**src/tkdb_pkg.sv**
```systemverilog
`default_nettype none

package tkdb_pkg;

  localparam int unsigned NumKeys  = 3;
  localparam int unsigned MaxKeys  = 3;

  localparam int unsigned CmdW     = 2;
  localparam int unsigned DebW     = 8;
  localparam int unsigned HoldW    = 16;
  localparam int unsigned KeyCodeW = 2;
  localparam int unsigned PhaseW   = 2;
  localparam int unsigned CfgIdxW  = 1;
  localparam int unsigned CfgDataW = 16;

  localparam logic [CmdW-1:0] CmdTick      = 2'd0;
  localparam logic [CmdW-1:0] CmdReadShort = 2'd1;
  localparam logic [CmdW-1:0] CmdReadLong  = 2'd2;

  localparam logic [PhaseW-1:0] PhIdle      = 2'd0;
  localparam logic [PhaseW-1:0] PhPressDb   = 2'd1;
  localparam logic [PhaseW-1:0] PhHeld      = 2'd2;
  localparam logic [PhaseW-1:0] PhReleaseDb = 2'd3;

  localparam logic [CfgIdxW-1:0] CfgDebounce  = 1'b0;
  localparam logic [CfgIdxW-1:0] CfgLongPress = 1'b1;

  localparam logic [DebW-1:0]  DebounceReset  = 8'd2;
  localparam logic [HoldW-1:0] LongPressReset = 16'd200;

  localparam logic [KeyCodeW-1:0] KeyCodeNone = 2'd0;
  localparam logic [KeyCodeW-1:0] KeyCodeLong = 2'd3;

  typedef struct packed {
    logic tick;
    logic level;
    logic clear_long;
  } key_ctrl_t;

  typedef struct packed {
    logic short_hit;
    logic long_flag;
    logic long_next;
  } key_status_t;

endpackage

`default_nettype wire

```
**src/tkdb_if.sv**
```systemverilog
`default_nettype none

interface tkdb_in_if;
  logic                        valid;
  logic                        ready;
  logic [tkdb_pkg::CmdW-1:0]   command;
  logic                        key1_level;
  logic                        key2_level;
  logic                        key3_level;

  modport source (output valid, command, key1_level, key2_level, key3_level, input ready);
  modport sink   (input valid, command, key1_level, key2_level, key3_level, output ready);
endinterface

interface tkdb_out_if;
  logic                            valid;
  logic                            ready;
  logic [tkdb_pkg::KeyCodeW-1:0]   key_code;
  logic                            short_waiting;
  logic                            long_waiting;

  modport source (output valid, key_code, short_waiting, long_waiting, input ready);
  modport sink   (input valid, key_code, short_waiting, long_waiting, output ready);
endinterface

interface tkdb_cfg_if;
  logic                            valid;
  logic                            ready;
  logic [tkdb_pkg::CfgIdxW-1:0]    index;
  logic [tkdb_pkg::CfgDataW-1:0]   data;

  modport source (output valid, index, data, input ready);
  modport sink   (input valid, index, data, output ready);
endinterface

`default_nettype wire

```
**src/tkdb_key.sv**
```systemverilog
`default_nettype none

module tkdb_key (
  input  wire logic                         clk_i,
  input  wire logic                         rst_ni,
  input  wire tkdb_pkg::key_ctrl_t          ctrl_i,
  input  wire logic [tkdb_pkg::DebW-1:0]    debounce_ticks_i,
  input  wire logic [tkdb_pkg::HoldW-1:0]   long_press_ticks_i,
  output tkdb_pkg::key_status_t             status_o
);

  logic [tkdb_pkg::PhaseW-1:0] phase_q, phase_d;
  logic [tkdb_pkg::DebW-1:0]   deb_cnt_q, deb_cnt_d, deb_inc;
  logic [tkdb_pkg::HoldW-1:0]  hold_cnt_q, hold_cnt_d, hold_inc;
  logic                        long_flag_q, long_flag_d;
  logic                        handled_q, handled_d;
  logic                        short_hit;

  assign deb_inc  = deb_cnt_q + 1'b1;
  assign hold_inc = hold_cnt_q + 1'b1;

  always_comb begin
    phase_d     = phase_q;
    deb_cnt_d   = deb_cnt_q;
    hold_cnt_d  = hold_cnt_q;
    long_flag_d = long_flag_q;
    handled_d   = handled_q;
    short_hit   = 1'b0;
    if (ctrl_i.tick) begin
      unique case (phase_q)
        tkdb_pkg::PhIdle: begin
          if (!ctrl_i.level) begin
            phase_d     = tkdb_pkg::PhPressDb;
            deb_cnt_d   = '0;
            hold_cnt_d  = '0;
            long_flag_d = 1'b0;
            handled_d   = 1'b0;
          end
        end
        tkdb_pkg::PhPressDb: begin
          if (deb_inc >= debounce_ticks_i) begin
            phase_d   = ctrl_i.level ? tkdb_pkg::PhIdle : tkdb_pkg::PhHeld;
            deb_cnt_d = '0;
          end else begin
            deb_cnt_d = deb_inc;
          end
        end
        tkdb_pkg::PhHeld: begin
          if (!ctrl_i.level) begin
            if (!handled_q) begin
              if (hold_inc >= long_press_ticks_i) begin
                long_flag_d = 1'b1;
                handled_d   = 1'b1;
                hold_cnt_d  = '0;
              end else begin
                hold_cnt_d = hold_inc;
              end
            end
          end else begin
            phase_d   = tkdb_pkg::PhReleaseDb;
            deb_cnt_d = '0;
          end
        end
        tkdb_pkg::PhReleaseDb: begin
          if (deb_inc >= debounce_ticks_i) begin
            short_hit  = ctrl_i.level && !long_flag_q;
            phase_d    = tkdb_pkg::PhIdle;
            deb_cnt_d  = '0;
            hold_cnt_d = '0;
            handled_d  = 1'b0;
          end else begin
            deb_cnt_d = deb_inc;
          end
        end
      endcase
    end
    if (ctrl_i.clear_long) begin
      long_flag_d = 1'b0;
    end
  end

  always_ff @(posedge clk_i or negedge rst_ni) begin
    if (!rst_ni) begin
      phase_q     <= tkdb_pkg::PhIdle;
      deb_cnt_q   <= '0;
      hold_cnt_q  <= '0;
      long_flag_q <= 1'b0;
      handled_q   <= 1'b0;
    end else begin
      phase_q     <= phase_d;
      deb_cnt_q   <= deb_cnt_d;
      hold_cnt_q  <= hold_cnt_d;
      long_flag_q <= long_flag_d;
      handled_q   <= handled_d;
    end
  end

  assign status_o.short_hit = short_hit;
  assign status_o.long_flag = long_flag_q;
  assign status_o.long_next = long_flag_d;

endmodule

`default_nettype wire

```
**src/three_key_debounce_long_press.sv**
```systemverilog
`default_nettype none

// port      dir  beat contents
// item_i    in   command, key1_level, key2_level, key3_level
// result_o  out  key_code, short_waiting, long_waiting
// cfg_i     in   index (0 debounce_ticks, 1 long_press_ticks), data
//
// one beat per cycle sustained while result_o.ready is high; a taken beat goes
// through the input register, then the key update into the result register
// reset returns every key to idle and the registers to 2 and 200
// a stalled result holds the result register and the input register;
// item_i.ready is high while the input register is empty or is advancing

module three_key_debounce_long_press #(
  parameter int unsigned NUM_KEYS = tkdb_pkg::NumKeys
) (
  input  wire logic   clk_i,
  input  wire logic   rst_ni,
  tkdb_in_if.sink     item_i,
  tkdb_out_if.source  result_o,
  tkdb_cfg_if.sink    cfg_i
);

  logic [tkdb_pkg::DebW-1:0]  debounce_ticks_q;
  logic [tkdb_pkg::HoldW-1:0] long_press_ticks_q;

  logic                        in_vld_q;
  logic [tkdb_pkg::CmdW-1:0]   cmd_q;
  logic [tkdb_pkg::MaxKeys-1:0] level_q;

  logic                          out_vld_q;
  logic [tkdb_pkg::KeyCodeW-1:0] key_code_q, key_code_d;
  logic                          short_out_q;
  logic                          long_out_q;

  logic                          short_ready_q, short_ready_d;
  logic [tkdb_pkg::KeyCodeW-1:0] short_code_q, short_code_d;

  logic advance;
  logic tick;
  logic clear_long;
  logic long3_q;
  logic long3_next;

  tkdb_pkg::key_status_t key_status [NUM_KEYS];

  assign advance      = in_vld_q && (!out_vld_q || result_o.ready);
  assign item_i.ready = !in_vld_q || advance;
  assign tick         = advance && (cmd_q == tkdb_pkg::CmdTick);
  assign cfg_i.ready  = 1'b1;

  for (genvar g = 0; g < NUM_KEYS; g++) begin : g_key
    tkdb_pkg::key_ctrl_t ctrl;
    assign ctrl.tick       = tick;
    assign ctrl.level      = level_q[g];
    assign ctrl.clear_long = (g == tkdb_pkg::MaxKeys - 1) ? clear_long : 1'b0;

    tkdb_key u_key (
      .clk_i              (clk_i),
      .rst_ni             (rst_ni),
      .ctrl_i             (ctrl),
      .debounce_ticks_i   (debounce_ticks_q),
      .long_press_ticks_i (long_press_ticks_q),
      .status_o           (key_status[g])
    );
  end

  if (NUM_KEYS >= tkdb_pkg::MaxKeys) begin : g_key3
    assign long3_q    = key_status[tkdb_pkg::MaxKeys-1].long_flag;
    assign long3_next = key_status[tkdb_pkg::MaxKeys-1].long_next;
  end else begin : g_no_key3
    assign long3_q    = 1'b0;
    assign long3_next = 1'b0;
  end

  always_comb begin
    short_ready_d = short_ready_q;
    short_code_d  = short_code_q;
    key_code_d    = tkdb_pkg::KeyCodeNone;
    clear_long    = 1'b0;
    if (advance) begin
      unique case (cmd_q)
        tkdb_pkg::CmdTick: begin
          for (int i = 0; i < NUM_KEYS; i++) begin
            if (key_status[i].short_hit) begin
              short_ready_d = 1'b1;
              short_code_d  = tkdb_pkg::KeyCodeW'(i + 1);
            end
          end
        end
        tkdb_pkg::CmdReadShort: begin
          if (short_ready_q) begin
            key_code_d    = short_code_q;
            short_ready_d = 1'b0;
            short_code_d  = tkdb_pkg::KeyCodeNone;
          end
        end
        tkdb_pkg::CmdReadLong: begin
          if (long3_q) begin
            key_code_d = tkdb_pkg::KeyCodeLong;
            clear_long = 1'b1;
          end
        end
        default: ;
      endcase
    end
  end

  always_ff @(posedge clk_i or negedge rst_ni) begin
    if (!rst_ni) begin
      in_vld_q           <= 1'b0;
      out_vld_q          <= 1'b0;
      short_ready_q      <= 1'b0;
      short_code_q       <= tkdb_pkg::KeyCodeNone;
      debounce_ticks_q   <= tkdb_pkg::DebounceReset;
      long_press_ticks_q <= tkdb_pkg::LongPressReset;
    end else begin
      if (item_i.ready) begin
        in_vld_q <= item_i.valid;
      end
      if (advance) begin
        out_vld_q <= 1'b1;
      end else if (result_o.ready) begin
        out_vld_q <= 1'b0;
      end
      short_ready_q <= short_ready_d;
      short_code_q  <= short_code_d;
      if (cfg_i.valid) begin
        unique case (cfg_i.index)
          tkdb_pkg::CfgDebounce:  debounce_ticks_q   <= cfg_i.data[tkdb_pkg::DebW-1:0];
          tkdb_pkg::CfgLongPress: long_press_ticks_q <= cfg_i.data[tkdb_pkg::HoldW-1:0];
        endcase
      end
    end
  end

  always_ff @(posedge clk_i) begin
    if (item_i.valid && item_i.ready) begin
      cmd_q   <= item_i.command;
      level_q <= {item_i.key3_level, item_i.key2_level, item_i.key1_level};
    end
    if (advance) begin
      key_code_q  <= key_code_d;
      short_out_q <= short_ready_d;
      long_out_q  <= long3_next;
    end
  end

  assign result_o.valid         = out_vld_q;
  assign result_o.key_code      = key_code_q;
  assign result_o.short_waiting = short_out_q;
  assign result_o.long_waiting  = long_out_q;

  a_tick_no_code: assert property (@(posedge clk_i) disable iff (!rst_ni)
    tick |=> (result_o.key_code == tkdb_pkg::KeyCodeNone))
    else $error("tick beat returned a key code");

  a_short_flag: assert property (@(posedge clk_i) disable iff (!rst_ni)
    advance |=> (result_o.short_waiting == short_ready_q))
    else $error("short_waiting differs from pending short state");

  a_long_flag: assert property (@(posedge clk_i) disable iff (!rst_ni)
    advance |=> (result_o.long_waiting == long3_q))
    else $error("long_waiting differs from key 3 long flag");

endmodule

`default_nettype wire

```
**src/flat_wrapper.sv**
```systemverilog
// flat-port wrapper written by rule: the top's interface ports become plain ports
module three_key_debounce_long_press_flat 
#(
  parameter int unsigned NUM_KEYS = tkdb_pkg::NumKeys
)
  (clk_i, rst_ni, item_i_valid, item_i_command, item_i_key1_level, item_i_key2_level, item_i_key3_level, item_i_ready, result_o_valid, result_o_key_code, result_o_short_waiting, result_o_long_waiting, result_o_ready, cfg_i_valid, cfg_i_index, cfg_i_data, cfg_i_ready);
  tkdb_in_if item_i_i ();
  tkdb_out_if result_o_i ();
  tkdb_cfg_if cfg_i_i ();
  input  wire logic clk_i;
  input  wire logic rst_ni;
  input wire logic [$bits(item_i_i.valid)-1:0] item_i_valid;
  input wire logic [$bits(item_i_i.command)-1:0] item_i_command;
  input wire logic [$bits(item_i_i.key1_level)-1:0] item_i_key1_level;
  input wire logic [$bits(item_i_i.key2_level)-1:0] item_i_key2_level;
  input wire logic [$bits(item_i_i.key3_level)-1:0] item_i_key3_level;
  output wire logic [$bits(item_i_i.ready)-1:0] item_i_ready;
  output wire logic [$bits(result_o_i.valid)-1:0] result_o_valid;
  output wire logic [$bits(result_o_i.key_code)-1:0] result_o_key_code;
  output wire logic [$bits(result_o_i.short_waiting)-1:0] result_o_short_waiting;
  output wire logic [$bits(result_o_i.long_waiting)-1:0] result_o_long_waiting;
  input wire logic [$bits(result_o_i.ready)-1:0] result_o_ready;
  input wire logic [$bits(cfg_i_i.valid)-1:0] cfg_i_valid;
  input wire logic [$bits(cfg_i_i.index)-1:0] cfg_i_index;
  input wire logic [$bits(cfg_i_i.data)-1:0] cfg_i_data;
  output wire logic [$bits(cfg_i_i.ready)-1:0] cfg_i_ready;
  assign item_i_i.valid = item_i_valid;
  assign item_i_i.command = item_i_command;
  assign item_i_i.key1_level = item_i_key1_level;
  assign item_i_i.key2_level = item_i_key2_level;
  assign item_i_i.key3_level = item_i_key3_level;
  assign item_i_ready = item_i_i.ready;
  assign result_o_valid = result_o_i.valid;
  assign result_o_key_code = result_o_i.key_code;
  assign result_o_short_waiting = result_o_i.short_waiting;
  assign result_o_long_waiting = result_o_i.long_waiting;
  assign result_o_i.ready = result_o_ready;
  assign cfg_i_i.valid = cfg_i_valid;
  assign cfg_i_i.index = cfg_i_index;
  assign cfg_i_i.data = cfg_i_data;
  assign cfg_i_ready = cfg_i_i.ready;
  three_key_debounce_long_press #(.NUM_KEYS(NUM_KEYS)) u_core (.clk_i(clk_i), .rst_ni(rst_ni), .item_i(item_i_i), .result_o(result_o_i), .cfg_i(cfg_i_i));
endmodule
```
**config.mk**
```make
export PLATFORM = sky130hd
export DESIGN_NAME = three_key_debounce_long_press_flat
export DESIGN_NICKNAME = d
export VERILOG_FILES = /design/src/tkdb_pkg.sv /design/src/tkdb_if.sv /design/src/tkdb_key.sv /design/src/three_key_debounce_long_press.sv /design/src/flat_wrapper.sv
export SDC_FILE = /design/constraint.sdc
export NUM_CORES = 1
export LEC_CHECK = 0
export BUFFER_PORTS_ARGS = -buffer_cell sky130_fd_sc_hd__buf_2
export CAP_MARGIN = 10
export CORE_ASPECT_RATIO = 0.6
export CORE_MARGIN = 2
export CORE_UTILIZATION = 50
export CTS_CLUSTER_SIZE = 8
export DETAILED_ROUTE_END_ITERATION = 7
export GPL_TIMING_DRIVEN = 0
export PLACE_DENSITY = 0.64
export SYNTH_ARGS = -nofsm -noshare
export SYNTH_HDL_FRONTEND = slang
export SYNTH_SLANG_ARGS = --single-unit
```
**constraint.sdc**
```tcl
create_clock -name clk_i -period 4.3 [get_ports clk_i]
set_clock_uncertainty 0.05 [all_clocks]
set_input_delay 0.215 -clock clk_i [delete_from_list [all_inputs] [get_ports clk_i]]
set_output_delay 0.215 -clock clk_i [all_outputs]
set_load 0.005 [all_outputs]
```
# --- Word level (Yosys, flattened, before mapping) ---
# Cells that the tools add are included.
classes:
  n_reduce_logical: 44
  n_bitwise: 1
  n_eq_ne: 33
  n_mux: 108
  magnitude_cmp: 6
  addsub: 6
ops:
  columns: ["op", "n"]
  rows:
  - ["2-to-1 mux 16 bit", 15]
  - ["one-hot mux 16 bit (3 select lines)", 3]
  - ["2-to-1 mux 8 bit", 9]
  - ["one-hot mux 8 bit (3 select lines)", 3]
  - ["adder 16 x 1 -> 16 bit, second input constant", 3]
  - [">= comparator 16 bit", 3]
  - ["2-to-1 mux 1 bit", 45]
  - ["2-to-1 mux 2 bit", 21]
  - ["inequality test 2 bit, second input constant", 17]
  - ["AND reduction 5 bit", 6]
  - ["AND reduction 6 bit", 5]
  - ["adder 8 x 1 -> 8 bit, second input constant", 3]
  - [">= comparator 8 bit", 3]
  - ["one-hot mux 2 bit (4 select lines)", 3]
  - ["equality test 2 bit, second input constant", 7]
  - ["one-hot mux 1 bit (3 select lines)", 3]
  - ["AND reduction 3 bit", 3]
  - ["nonzero test 3 bit", 3]
  - ["equality test 2 x 1 -> 1 bit, second input constant", 4]
  - ["logical NOT 2 bit", 4]
  - ["inequality test 2 x 1 -> 1 bit, second input constant", 4]
  - ["one-hot mux 1 bit (2 select lines)", 4]
  - ["one-hot mux 2 bit (2 select lines)", 2]
  - ["nonzero test 2 bit", 4]
  - ["other kinds (8)", 21]
word_totals:
  word_cells: 224
  in_bits: 27
  reg_bits: 122
  output_inout_bits: 7

# --- Longest topological paths before layout ---
depth:
  depth_word: 10
  ltp_mapped: 15
  ltp_nobuf: 13

# --- Hierarchy ---
# From an unflattened synthesis, not the netlist that was laid out.
unflattened:
  hier_cells: 859
  area_unflattened_um2: 8334.2
modules_own_cells:
  columns: ["module", "instances", "cells_each", "area_per_inst_um2", "seq_area_each_um2"]
  rows:
  - ["tkdb_key (u_core.g_key[0].u_key ...)", 2, 244, 2237.1, 700.7]
  - ["tkdb_key (u_core.g_key[2].u_key)", 1, 269, 2303.5, 700.7]
  - ["three_key_debounce_long_press", 1, 102, 1556.5, 1001.0]

# --- Least setup slack after synthesis ---
# No wires, ideal clock.
synth_timing:
  kind: "flip-flop to flip-flop"
  from: "register u_core.g_key[1].u_key.hold_cnt_q[0] in the netlist's numbering"
  to: "register u_core.g_key[1].u_key.hold_cnt_q[13] in the netlist's numbering"
  path_stages_with_launch: 16
  path_buffers: 2
  synth_period_minus_slack_ns: 3.336
  t_arrival_ns: 3.222
  t_required_ns: 4.186
  slack_ns: 0.964
  setup_ns: 0.064
  path_cell_list: "dfrtp_1 > ha_1 > nand3_1 > nor3_1 > and3_1 > clkbuf_1 > nand2_1 > xnor2_1 > ha_1 > nand2_1 > o21ai_0 > or4b_1 > or3_4 > buf_6 > nor3b_2 > a21o_1"
synth_via:
  elab_chain_cells: 6
synth_lines:
  columns: ["item", "line_no", "source"]
  rows:
  - ["from (decl)", "tkdb_key.sv:14", "logic [tkdb_pkg::HoldW-1:0] hold_cnt_q, hold_cnt_d, hold_inc;"]
  - ["from (signal assigned)", "tkdb_key.sv:92", "hold_cnt_q <= hold_cnt_d;"]
  - ["adder 16 x 1 -> 16 bit (*)", "tkdb_key.sv:20", "assign hold_inc = hold_cnt_q + 1'b1;"]
  - [">= comparator 16 bit", "tkdb_key.sv:51", "if (hold_inc >= long_press_ticks_i) begin"]
  - ["2-to-1 mux 16 bit (*)", "tkdb_key.sv:51", null]
  - ["2-to-1 mux 16 bit (*)", "tkdb_key.sv:50", "if (!handled_q) begin"]
  - ["2-to-1 mux 16 bit (*)", "tkdb_key.sv:49", "if (!ctrl_i.level) begin"]
  - ["one-hot mux 16 bit (3 select lines) (*)", "tkdb_key.sv:30", "unique case (phase_q)"]
# Mark *: on every way between the ends. The rest lies on a longest branch, timed or not. The select of a mux whose other input is x is not followed.
# A chain may end at the register's enable or synchronous reset.

# --- Final worst setup path ---
# Ends and elaborated chain as after synthesis.

==> results.cfg <==
[logic_synthesis]
syn_inst = 813
ys_warn_count = 0
synth_area_per_cell_um2 = 9.71
synth-seq-area-share = 0.393
yosysUniqueCellTypes = 74
synth-seq-cells = 122
synth_edf_count = 9
ys.flop_type = dfrtp_1
synth_nets = 921
syn_area_um2 = 7890
async_flop_share = 0.926

[timing]
rsz0062_at_grt = no
setup_tns_ns = 0
min_period_ns = 3.95
finalHoldViolCount = 0
worstMarginPinSlew_ns = 0.700
hold_ws_ns = 0.00290
fmax_mhz = 253
max-slew-margin-rel = 0.521
timing.final.crit_share = 0.918
slew_violations = 0
setup_viol_count_final = 0

[job]
drv_cap = 0

[global_route]
grt_start_max_net_pins = 61
grt_pass1_wl_um = 32800
grt_pass1_vias = 6237
grt_util_all_layers = 0.249
globalRoute.totalOverflow = 0
antenna_found_initial = 0

[placement]
gp_congestion = 0.881
hpwl_um = 15100
io_buffers = 32

[setup_path]
crit_family = simple AND/OR/NAND/NOR gates
setup.worst_path.end_class = register
path_class = register to register
cp_data_arrival_time_ns = 4.26
path_buf_inv = 2
crit_path_max_fanout = 10
required_ns = 4.61
worstSetupStartpointType = register
path_cells = ha_1, nand3_1, nor3_1, and3_1, clkbuf_1, nand3_1, xnor2_1, ha_1, a21oi_1, o21ai_0, or4b_1, or3_4, buf_6, nor3b_2, a21o_1
cp_slowest_cell = or4b_1
slowest_delay_ns = 0.59

[cts]
max-clock-path-buffers = 2
clock_latency_ns = 0.42
clock_sinks = 122
cts_tree = yes
htree_levels = 4
path_clk_slew_ns = 0.06
root_buffer = clkbuf_16
cts_made_buffers = 17

[power]
switching_power_mw = 1.27
leakage_nw = 4.33
comb_power_share = 0.253
sw_frac_of_total = 0.327
seqPwrFrac = 0.378
p_int_mw = 2.60
powerDensity_nw_per_um2 = 424
clockPowerShare = 0.369
vdd_drop_max_v = 0.000244

[layout]
fillerInstances = 1305
diodes = 0
area_growth_pct = 15.6
nNetsFinal = 992
layout-drive-gt1-share = 0.130

[min_path]
hp-class = primary input to register

[status]
status = finished clean

[die]
boundaryPins = 34
coreArea_um2 = 15400
dieArea_um2 = 16800
rows = 35
die_x_um = 166
start_util = 0.513
die_height_um = 101

[detailed_routing]
vias = 6516
drcViolationCount = 0
vias_per_cell = 5.92
ant_nets = 0
drt_iter0_drc = 496
wl_per_cell_um = 18.2
firstDrtPassIters = 5
wirelength_um = 20100
==> metrics by stage <==
step | cells | setup slack [ns] | power, mW | cell area (µm²) | utilization
CTS | 1100 | 0.159 | 3.87 | 9110 | 0.593
floorplan | 813 | 0.964 | 2.12 | 7890 | -
finish | 1100 | 0.351 | 3.87 | 9120 | 0.593
global placement | 1048 | 0.318 | 2.35 | 8310 | 0.540
detailed placement | 1049 | 0.170 | 2.42 | 8340 | 0.543
global route | 1100 | 0.0643 | 4.09 | 9120 | 0.593
==> cells by family after synthesis <==
| logic type | Yosys count | synth area share |
|---|---|---|
| XOR/XNOR | 49 | 0.0544 |
| multiplexers | 23 | 0.0327 |
| flip-flops | 122 | 0.393 |
| other | 1 | 0.000475 |
| AND/OR/NAND/NOR | 275 | 0.185 |
| adder cells (fa/ha/maj) | 81 | 0.128 |
| AO/OA/AOI/OAI | 198 | 0.173 |
| buffers and inverters | 64 | 0.0330 |
==> worst paths after layout <==
kind                       slack, ns                           startpoint                                    to  depth (start not counted)
max                             0.35  u_core.g_key[1].u_key.hold_cnt_q[0]  u_core.g_key[1].u_key.hold_cnt_q[13]                         15
min                            0.003                        cfg_i_data[6]            u_core.debounce_ticks_q[6]                          3
max reg2reg                     0.35  u_core.g_key[1].u_key.hold_cnt_q[0]  u_core.g_key[1].u_key.hold_cnt_q[13]                         15
min reg2reg                     0.45         u_core.long_press_ticks_q[1]          u_core.long_press_ticks_q[1]                          1
max in group asynchronous       3.20                               rst_ni            u_core.debounce_ticks_q[1]                          3
min in group asynchronous       0.28                               rst_ni  u_core.g_key[1].u_key.hold_cnt_q[12]                          2
==> sequential cells by signal, indices dropped and copies added, names as in the netlist, 2 cells and up, named ones only <==
signal and flops:
u_core.long_press_ticks_q 16, u_core.g_key.u_key.hold_cnt_q 48, u_core.result_o.key_code 2, u_core.cmd_q 2, u_core.level_q 3, u_core.g_key.u_key.deb_cnt_q 24
u_core.g_key.u_key.long_flag_q 3, u_core.g_key.u_key.handled_q 3, u_core.g_key.u_key.phase_q 3, u_core.short_code_q 2, u_core.debounce_ticks_q 8
==> layout by cell type, fill, tap and decap left out, types with 5 or more instances in the layout <==
cell type / synthesis / final
dfrtp_1: 109 / 109
and3_1: 16 / 16
a22o_1: 19 / 19
or3_1: 10 / 10
nor4_1: 6 / 6
xnor2_1: 28 / 28
nand2_1: 84 / 84
a211oi_1: 5 / 5
nor3_1: 12 / 11
edfxtp_1: 9 / 9
o21ai_1: 5 / 5
or4_1: 5 / 5
inv_1: 47 / 47
clkbuf_1: 10 / 10
ha_1: 81 / 81
xor2_1: 21 / 21
dlygate4sd3_1: 0 / 19
o21a_1: 5 / 5
nor2_1: 34 / 34
buf_2: 4 / 35
a31oi_1: 8 / 8
mux2_2: 22 / 22
clkbuf_16: 0 / 17
a2111oi_0: 5 / 5
and2_1: 5 / 5
nand2b_1: 22 / 22
o21ai_0: 44 / 44
nand4_1: 13 / 13
a21o_1: 20 / 20
and4_1: 5 / 5
a32o_1: 16 / 16
a21oi_1: 40 / 40
nand3_1: 36 / 36
==> final cells by class <==
class	instances	area (µm²)	share of cell area
repair buffers	52	384	0.0421
plain buffers	17	83.8	0.00919
clock buffers	18	439	0.0482
multi-input cells	627	4530	0.497
flip-flops and latches	122	3100	0.340
clock inverters	14	145	0.0159
well taps	203	254	0.0279
inverters	47	176	0.0193
==> routing by layer <==
layer	vias up	track usage	wire length (µm)
li1	3132	-	-
met1	3183	0.373	10100
met2	179	0.371	8510
met3	22	0.0473	1250
met4	0	0.0656	208
met5	-	0	0
==> synthesized netlist by cell type, types with 3 or more instances <==
library cell / number / area (µm²)
dfrtp_1: 109 / 2730
inv_1: 47 / 176
a21o_1: 20 / 150
a22o_1: 19 / 166
xnor2_1: 28 / 245
nor3b_1: 4 / 30.0
a31oi_1: 8 / 50.1
a21boi_0: 3 / 22.5
o211ai_1: 3 / 22.5
or2_2: 4 / 25.0
o21a_1: 5 / 37.5
and3_1: 16 / 100
or3_1: 10 / 62.6
a211oi_1: 5 / 37.5
nand4_1: 13 / 81.3
o21ai_1: 5 / 25.0
xor2_1: 21 / 184
mux2_2: 22 / 248
or4_1: 5 / 37.5
buf_2: 4 / 20.0
dfstp_2: 4 / 105
a2111oi_0: 5 / 43.8
nand2b_1: 22 / 138
nor3_1: 12 / 60.1
and2_1: 5 / 31.3
nor4_1: 6 / 37.5
ha_1: 81 / 1010
nor2b_1: 4 / 25.0
clkbuf_1: 10 / 37.5
edfxtp_1: 9 / 270
a32o_1: 16 / 160
nand2_1: 84 / 315
o21bai_1: 3 / 22.5
o21ai_0: 44 / 220
and4_1: 5 / 43.8
nor2_1: 34 / 128
a21oi_1: 40 / 200
nand3_1: 36 / 180
==> tightest hold or removal path: stages <==
cell and delay, ns:
buf_2 0.11, nand2_1 0.04, o21ai_0 0.06
==> power groups by stage <==
stage	clock [mW]	combinational, mW	sequential, mW
after floorplan	0	0.682	1.44
after detailed placement	0	0.941	1.48
final	1.43	0.977	1.46
after global placement	0	0.885	1.47
after global routing	1.49	1.12	1.49
after CTS	1.44	0.971	1.46
==> repair_timing <==
item | CTS | global route
setup buffers | 0 | 0
setup endpoints to repair | 0 | 7
gates resized for setup | 0 | 1
hold buffers | 19 | 0
hold endpoints to repair | 71 | 0
Note: power is estimated with default switching activity, not from simulation.
